[src/sv/skh_pkg.sv]
// skh_pkg: types, constants and per-byte step functions for the selectable key hash
// no dependencies; used by selectable_key_hash and its testbench
`default_nettype none

package skh_pkg;

  localparam int NUM_BYTES  = 8;
  localparam int FNV5_BYTES = 5;

  localparam logic [31:0] FNV_BASIS = 32'h811C_9DC5;
  localparam logic [31:0] FNV_PRIME = 32'h0100_0193;
  localparam logic [31:0] CRC_INIT  = 32'hFFFF_FFFF;
  localparam logic [31:0] CRC_XOUT  = 32'hFFFF_FFFF;
  localparam logic [31:0] CRC_POLY  = 32'hEDB8_8320;

  typedef enum logic [1:0] {
    MODE_FNV8 = 2'd0,
    MODE_FNV5 = 2'd1,
    MODE_CRC  = 2'd2,
    MODE_NAME = 2'd3
  } hash_mode_t;

  typedef struct packed {
    logic [31:0] fnv;
    logic [31:0] crc;
    logic [55:0] key_rest;
    hash_mode_t  mode;
  } stage_t;

  // one fnv-1a round, product modulo 2^32
  function automatic logic [31:0] fnv_step(input logic [31:0] h, input logic [7:0] b);
    logic [31:0] x;
    x = h ^ {24'h0, b};
    return x * FNV_PRIME;
  endfunction

  // one reflected crc-32 byte, folds to an xor network
  function automatic logic [31:0] crc_step(input logic [31:0] c, input logic [7:0] b);
    logic [31:0] r;
    r = c ^ {24'h0, b};
    for (int k = 0; k < 8; k++) begin
      r = r[0] ? ((r >> 1) ^ CRC_POLY) : (r >> 1);
    end
    return r;
  endfunction

endpackage

`default_nettype wire

[src/sv/skh_ifs.sv]
// skh_ifs: valid/ready channel interfaces for keys, hashes and the mode register
// no dependencies
`default_nettype none

interface skh_key_if;
  logic        valid;
  logic        ready;
  logic [63:0] record_key;
  modport source (output valid, output record_key, input ready);
  modport sink (input valid, input record_key, output ready);
endinterface

interface skh_hash_if;
  logic        valid;
  logic        ready;
  logic [31:0] key_hash;
  modport source (output valid, output key_hash, input ready);
  modport sink (input valid, input key_hash, output ready);
endinterface

interface skh_cfg_if;
  logic       valid;
  logic       ready;
  logic [1:0] hash_mode;
  modport source (output valid, output hash_mode, input ready);
  modport sink (input valid, input hash_mode, output ready);
endinterface

`default_nettype wire

[src/sv/selectable_key_hash.sv]
// selectable_key_hash: eight-stage pipelined fnv-1a / crc-32 / pass-through key hash
// depends on skh_pkg and the channel interfaces in skh_ifs.sv
`default_nettype none

// Hashes one 64-bit key (byte 0 in bits 7:0) into a 32-bit value per transfer.
// The mode register picks fnv-1a over all eight bytes, fnv-1a over bytes 0..4,
// reflected crc-32 over eight bytes, or the key's low 32 bits unchanged. The
// pipeline has eight stages, one key byte per stage: each stage does one
// constant multiply for fnv and one byte of crc, so a result is offered on the
// hash channel once its key has passed stages 0 to 7, and a new key can be
// taken every cycle unless the pipeline is full. Stalls on the result side
// back up stage by stage; bubbles are squeezed out, so the key side only
// stalls when all eight stages are full. The mode is sampled when a key enters
// and travels with it; write the register only while idle.
module selectable_key_hash
  import skh_pkg::*;
(
  input  wire         clk,
  input  wire         rst,
  skh_key_if.sink     key,
  skh_hash_if.source  hash,
  skh_cfg_if.sink     cfg
);

  // mode register
  hash_mode_t mode;

  assign cfg.ready = 1'b1;

  always_ff @(posedge clk) begin
    if (rst) begin
      mode <= MODE_FNV8;
    end else if (cfg.valid) begin
      mode <= hash_mode_t'(cfg.hash_mode);
    end
  end

  // pipeline stages: stage s holds the state after key byte s
  stage_t st    [NUM_BYTES];
  logic   vld   [NUM_BYTES];
  logic   adv   [NUM_BYTES];  // stage may load this cycle
  stage_t st0_next;

  // a stage can load when empty or when its content moves on
  assign adv[NUM_BYTES-1] = !vld[NUM_BYTES-1] || hash.ready;

  // entry stage: byte 0, mode captured with the key
  always_comb begin
    st0_next.mode     = mode;
    st0_next.fnv      = (mode == MODE_NAME) ? key.record_key[31:0]
                                            : fnv_step(FNV_BASIS, key.record_key[7:0]);
    st0_next.crc      = crc_step(CRC_INIT, key.record_key[7:0]);
    st0_next.key_rest = key.record_key[63:8];
  end

  assign key.ready = adv[0];

  always_ff @(posedge clk) begin
    if (rst) begin
      vld[0] <= 1'b0;
    end else if (adv[0]) begin
      vld[0] <= key.valid;
    end
  end

  always_ff @(posedge clk) begin
    if (adv[0] && key.valid) begin
      st[0] <= st0_next;
    end
  end

  for (genvar s = 1; s < NUM_BYTES; s++) begin : g_stage
    stage_t st_next;
    logic   fnv_upd;

    assign adv[s-1] = !vld[s-1] || adv[s];

    // fnv runs on every byte in the 8-byte mode, on the first five in the
    // 5-byte mode, and holds the name hash untouched in pass-through mode
    always_comb begin
      fnv_upd = (st[s-1].mode == MODE_FNV8) ||
                ((st[s-1].mode == MODE_FNV5) && (s < FNV5_BYTES));
      st_next.mode     = st[s-1].mode;
      st_next.fnv      = fnv_upd ? fnv_step(st[s-1].fnv, st[s-1].key_rest[7:0])
                                 : st[s-1].fnv;
      st_next.crc      = crc_step(st[s-1].crc, st[s-1].key_rest[7:0]);
      st_next.key_rest = {8'h00, st[s-1].key_rest[55:8]};
    end

    always_ff @(posedge clk) begin
      if (rst) begin
        vld[s] <= 1'b0;
      end else if (adv[s]) begin
        vld[s] <= vld[s-1];
      end
    end

    always_ff @(posedge clk) begin
      if (adv[s] && vld[s-1]) begin
        st[s] <= st_next;
      end
    end
  end

  // result: last stage drives the hash channel, crc gets its final inversion
  assign hash.valid    = vld[NUM_BYTES-1];
  assign hash.key_hash = (st[NUM_BYTES-1].mode == MODE_CRC)
                         ? (st[NUM_BYTES-1].crc ^ CRC_XOUT)
                         : st[NUM_BYTES-1].fnv;

  // pass-through keys carry the name hash from the first stage on
  a_name_entry: assert property (@(posedge clk) disable iff (rst)
    key.valid && key.ready && (mode == MODE_NAME)
    |=> st[0].fnv == $past(key.record_key[31:0]))
    else $error("name hash not captured at entry");

  // keys are refused only when the whole pipeline is full and the result stalls
  a_full_only: assert property (@(posedge clk) disable iff (rst)
    !key.ready |-> (hash.valid && !hash.ready))
    else $error("key side stalled with room in the pipeline");

  // every key byte has been consumed by the last stage
  a_drained: assert property (@(posedge clk) disable iff (rst)
    hash.valid |-> (st[NUM_BYTES-1].key_rest == 56'h0))
    else $error("key bytes left over at the last stage");

  // nothing is offered right after reset
  a_reset_empty: assert property (@(posedge clk)
    rst |=> !hash.valid)
    else $error("result valid after reset");

endmodule

`default_nettype wire

[src/flat_wrapper.sv]
// flat-port wrapper written by rule: the top's interface ports become plain ports
module selectable_key_hash_flat import skh_pkg::*;
  (clk, rst, key_valid, key_record_key, key_ready, hash_valid, hash_key_hash, hash_ready, cfg_valid, cfg_hash_mode, cfg_ready);
  skh_key_if key_i ();
  skh_hash_if hash_i ();
  skh_cfg_if cfg_i ();
  input  wire clk;
  input  wire rst;
  input wire logic [$bits(key_i.valid)-1:0] key_valid;
  input wire logic [$bits(key_i.record_key)-1:0] key_record_key;
  output wire logic [$bits(key_i.ready)-1:0] key_ready;
  output wire logic [$bits(hash_i.valid)-1:0] hash_valid;
  output wire logic [$bits(hash_i.key_hash)-1:0] hash_key_hash;
  input wire logic [$bits(hash_i.ready)-1:0] hash_ready;
  input wire logic [$bits(cfg_i.valid)-1:0] cfg_valid;
  input wire logic [$bits(cfg_i.hash_mode)-1:0] cfg_hash_mode;
  output wire logic [$bits(cfg_i.ready)-1:0] cfg_ready;
  assign key_i.valid = key_valid;
  assign key_i.record_key = key_record_key;
  assign key_ready = key_i.ready;
  assign hash_valid = hash_i.valid;
  assign hash_key_hash = hash_i.key_hash;
  assign hash_i.ready = hash_ready;
  assign cfg_i.valid = cfg_valid;
  assign cfg_i.hash_mode = cfg_hash_mode;
  assign cfg_ready = cfg_i.ready;
  selectable_key_hash u_core (.clk(clk), .rst(rst), .key(key_i), .hash(hash_i), .cfg(cfg_i));
endmodule
[config.mk]
export PLATFORM = sky130hd
export DESIGN_NAME = selectable_key_hash_flat
export DESIGN_NICKNAME = d
export VERILOG_FILES = /design/src/sv/skh_pkg.sv /design/src/sv/skh_ifs.sv /design/src/sv/selectable_key_hash.sv /design/src/flat_wrapper.sv
export SDC_FILE = /design/constraint.sdc
export NUM_CORES = 2
export LEC_CHECK = 0
export BUFFER_PORTS_ARGS = -buffer_cell sky130_fd_sc_hd__buf_2
export CORE_UTILIZATION = 50
export DETAILED_ROUTE_END_ITERATION = 10
export GPL_TIMING_DRIVEN = 1
export PLACE_DENSITY = 0.66
export SETUP_SLACK_MARGIN = 0.05
export SYNTH_ARGS = -nofsm -noshare
export SYNTH_HDL_FRONTEND = slang
export SYNTH_SLANG_ARGS = --single-unit
[constraint.sdc]
create_clock -name clk -period 9.4 [get_ports clk]
set_input_delay 1.88 -clock clk [delete_from_list [all_inputs] [get_ports clk]]
set_output_delay 1.88 -clock clk [all_outputs]
set_load 0.02 [all_outputs]
# [Yosys cells after proc, flatten, opt, wreduce, memory -nomap -nowiden]
# Memory sizes are Yosys's and may differ from the RTL's.
# Cells that the tools add are included.
[totals] inputBits=71 n_memories=2 ramBits=984 out_inout_bits=35 wordCells=264 reg_bits=2
[memory_table] name="u_core.st" words=8 word_bits=122 read_ports=8 rd_ports_with_merged_regs=0 write_ports=8 line="selectable_key_hash.sv:39" text="stage_t st [NUM_BYTES];"
[memory_table] name="u_core.vld" words=8 word_bits=1 read_ports=8 rd_ports_with_merged_regs=0 write_ports=8 line="selectable_key_hash.sv:40" text="logic vld [NUM_BYTES];"
[classes] reduce_logical=35 n_mul=8 muxes=123 bitwise_logic=89 n_eq_ne=6
[ops] operator="$mux 32" n=73
[ops] operator="$not 13->14" n=64
[ops] operator="$xor 32x8->32" n=14
[ops] operator="$mul 32x25->32 const B" n=8
[ops] operator="$mux 1" n=50
[ops] operator="$not 32->32" n=1
[ops] operator="$not 8->32" n=1
[ops] operator="$logic_not 2->1" n=7
[ops] operator="$not 4->14" n=1
[ops] operator="$logic_or 1x1->1" n=12
[ops] operator="$eq 2x1->1 const B" n=4
[ops] operator="$logic_and 1x1->1" n=8
[ops] operator="$logic_not 1->1" n=8
[ops] operator="$or 1x1->1" n=8
[ops] operator="$eq 2x2->1 const B" n=2

# [Depth between registers and ports, before layout]
# An unclocked memory read counts as a cell.
[depth] depth_word=18 depth_mapped=22 depth_no_buf=22

# [Least setup slack after synthesis]
# Ideal clock, no wire load.
[synth_path] path_type="input to register" startpoint="in hash_ready" endpoint="mem u_core.st[0][244] (netlist bit) (enable)" setup_slack_ps=1322 t_required_ps=8765 n_path_buf=0 arrival_ps=7443 setup_ps=635 cell_stages=4 path_cell_list="nor2b_1 -> nand3_1 -> nor2_1 -> a31oi_1"
[synth_rtl] item="from (decl)" line="flat_wrapper.sv:14" text="input wire logic [$bits(hash_i.ready)-1:0] hash_ready;"
[synth_rtl] item="to (decl)" line="selectable_key_hash.sv:39"

==> insert_results.sql <==
INSERT INTO impl_metrics (metric_group, metric, value, unit) VALUES
('timing', 'grt_setup_unrepaired', 'no', ''),
('worst_setup_path', 'critical_path.reg2reg.startpoint', 'u_core.st[0][374]', ''),
('routing', 'antenna_left', '0', ''),
('routing', 'drc', '0', ''),
('cts', 'postCtsResizedCells', '0', ''),
('floorplan', 'rows', '138', ''),
('timing', 'worstMarginPinSlew', '1259', 'ps'),
('min_path', 'hold_path_class', 'reg2reg', ''),
('timing', 'final_max_slew_viol_count', '0', ''),
('min_path', 'holdCritStartpoint', 'u_core.st[0][25]', ''),
('min_path', 'worst_hold_path.endpoint', 'u_core.st[0][139]', ''),
('cts', 'cts_setup_buffers', '0', ''),
('logic_synthesis', 'synth.yosys.warnings', '0', ''),
('finish', 'synthToLayoutAreaGrowth', '8.153', '%'),
('cts', 'cts.htree.levels', '3', ''),
('worst_setup_path', 'timing.reg2reg.setup_slack', '2560', 'ps'),
('placed_design', 'hpwlAfterDp', '127.8', 'mm'),
('timing', 'worst_slew_margin_rel', '0.1389', ''),
('global_route', 'antenna_found_initial', '5', ''),
('cts', 'post_cts_clock_slew_at_the_launch_and_capture_registers_of_the_worst_setup_and_hold_paths', '70', 'ps'),
('global_route', 'remaining_global_route_overflow', '0', ''),
('timing', 'fin_skew', '64.09', 'ps'),
('timing', 'final-hold-violation-count', '0', ''),
('logic_synthesis', 'seq_area_frac_synth', '0.3180', ''),
('logic_synthesis', 'synth_most_common_cell', 'ha_1', ''),
('global_route', 'grt_start_max_net_pins', '84', ''),
('routing', 'route.final.wire_length', '155.5', 'mm'),
('cts', 'ctsRootBufferMaster', 'clkbuf_16', ''),
('run_status', 'status', 'finished, final reports clean', ''),
('cts', 'cts_tree', 'done', ''),
('timing', 'setup_tns', '0', 'ps'),
('floorplan', 'dieArea', '144900', 'sq um'),
('worst_setup_path', 'timing.critical_path.arrival', '7290', 'ps'),
('logic_synthesis', 'synthesis.nets', '8312', ''),
('finish', 'n_antenna_cell', '0', ''),
('logic_synthesis', 'synth_cell_types', '83', ''),
('timing', 'timing.final.crit_share', '0.7281', ''),
('global_route', 'first_global_vias', '46090', ''),
('floorplan', 'floorplan.initialDensity', '0.5052', ''),
('timing', 'clock.fmax', '146.1', 'MHz'),
('finish', 'finish.net_count', '8470', ''),
('cts', 'cts.hold.buffers_added', '0', ''),
('logic_synthesis', 'ys_top_cells_by_area', 'edfxtp_1 32%, ha_1 24%, fa_1 15%', ''),
('floorplan', 'coreArea', '141900', 'sq um'),
('floorplan', 'io_pins', '106', ''),
('worst_setup_path', 'crit_path_start_kind', 'register', ''),
('routing', 'vias_per_cell', '5.184', ''),
('floorplan', 'chipWidth', '380.7', 'um'),
('worst_setup_path', 'critical_path.endpoint_type', 'register', ''),
('logic_synthesis', 'primary_ff_master_synth', 'edfxtp_1', ''),
('routing', 'avgRoutedWirePerCell', '18.41', 'um'),
('logic_synthesis', 'ys_seq_elements', '760', ''),
('logic_synthesis', 'synthDominantAreaCellType', 'edfxtp_1', ''),
('cts', 'clock_latency', '710', 'ps'),
('worst_setup_path', 'worstReg2RegEnd', 'u_core.st[1][121]', ''),
('finish', 'post_layout_nonfiller_instances', '8442', ''),
('cts', 'number_of_cts_inserted_buffers', '86', ''),
('global_route', 'groute.usage.overall', '0.2194', ''),
('logic_synthesis', 'synth.top_cells.by_count', '1383 x ha_1, 1200 x inv_1, 758 x edfxtp_1', ''),
('placed_design', 'placement.setup.worst_slack', '2419', 'ps'),
('timing', 'report.final.setup_viol', '0', ''),
('placed_design', 'dp_cells', '8288', ''),
('logic_synthesis', 'synth_area_per_cell', '11.33', 'sq um'),
('logic_synthesis', 'syn-cell-area', '71700', 'sq um'),
('placed_design', 'port_buffers', '104', ''),
('cts', 'numClockSinks', '760', ''),
('logic_synthesis', 'netlist_instances', '6328', ''),
('min_path', 'holdPathStages', '0', ''),
('global_route', 'first_pass_grt_wire_length', '249.6', 'mm'),
('routing', 'detail_route.iter0.violations', '2108', ''),
('run', 'maxCapViolCount', '0', '');
[worst max path at each step]
stage	start	to	slack, ps	cells after the start
6_report	u_core.st[0][374]	u_core.st[1][121]	2560	20
5_1_grt	u_core.st[0][374]	u_core.st[1][121]	2220	20
4_1_cts	u_core.st[0][374]	u_core.st[1][121]	2510	20
3_5_place_dp	key_record_key[3]	u_core.st[0][110]	2420	23
3_3_place_gp	key_record_key[3]	u_core.st[0][110]	2490	23
2_1_floorplan	hash_ready	u_core.st[0][244]	1320	4
[routing by layer]
metal | track usage | vias to the layer above | part of all wire | routed length (um)
met5 | 0 | - | 0.00015 | 23
li1 | - | 21536 | - | -
met4 | 0.06158 | 4 | 0.029 | 4486
met1 | 0.2799 | 21366 | 0.44 | 67800
met3 | 0.02351 | 231 | 0.031 | 4845
met2 | 0.3921 | 629 | 0.50 | 78300
[through the flow]
step             util  hold slack (ps)  cell area [sq um]
2_1_floorplan       -            400.3              71700
3_3_place_gp   0.5260            400.6              74650
3_5_place_dp   0.5260            404.5              74650
4_1_cts        0.5464            381.2              77550
5_1_grt        0.5464            398.8              77550
6_report       0.5464            386.1              77550
[cells by family after synthesis]
logic type,share of synthesized area
muxes,0.003420
adders and majority gates,0.3893
AOI/OAI and AO/OA,0.06514
buffers and inverters,0.06656
xor gates and xnor gates,0.1134
DFF,0.3180
other,0.00005230
and+or+nand+nor,0.04410
[registers in the layout (all words and copies together) (netlist names)]
name and flops:
u_core.mode 2, u_core.st 750, u_core.vld 8
[worst max-delay path: stages, from the launching register on]
cell       delay (ps)
edfxtp_1          470
xor2_1            670
ha_1              370
ha_1              310
fa_1              440
ha_1              220
fa_1              440
ha_1              280
inv_1              40
fa_1              480
inv_1              40
ha_1              370
and3_1            210
nand2_1            80
a2111oi_0        1070
o21a_1            270
o41ai_1           150
o21ai_1           180
a21oi_1           110
xnor2_1           120
mux2_2            250
[layout make-up]
cell class	count	area, sq um
clock buffer	102	2212
tap	1890	2365
multi-input combinational	4298	44200
sequential	760	22800
fill	12266	64380
inverter	1203	4517
timing repair buffer	137	768.2
clock inverter	52	684.4
[cells in the final DEF, fill, tap and decap left out, types with 86 or more instances in the layout]
cell type  Yosys  layout
fa_1         530     530
buf_2          0     104
clkbuf_16      0      86
ha_1        1383    1383
nor2_1       101     101
o21ai_0      195     195
a21oi_1      163     163
inv_1       1200    1200
nand2_1      338     338
edfxtp_1     758     758
xor2_1       289     289
xnor2_1      632     632
a21o_1        93      93
Power is not shown: default switching activity piles up to over one toggle a cycle in this logic, so the estimate is an artifact.
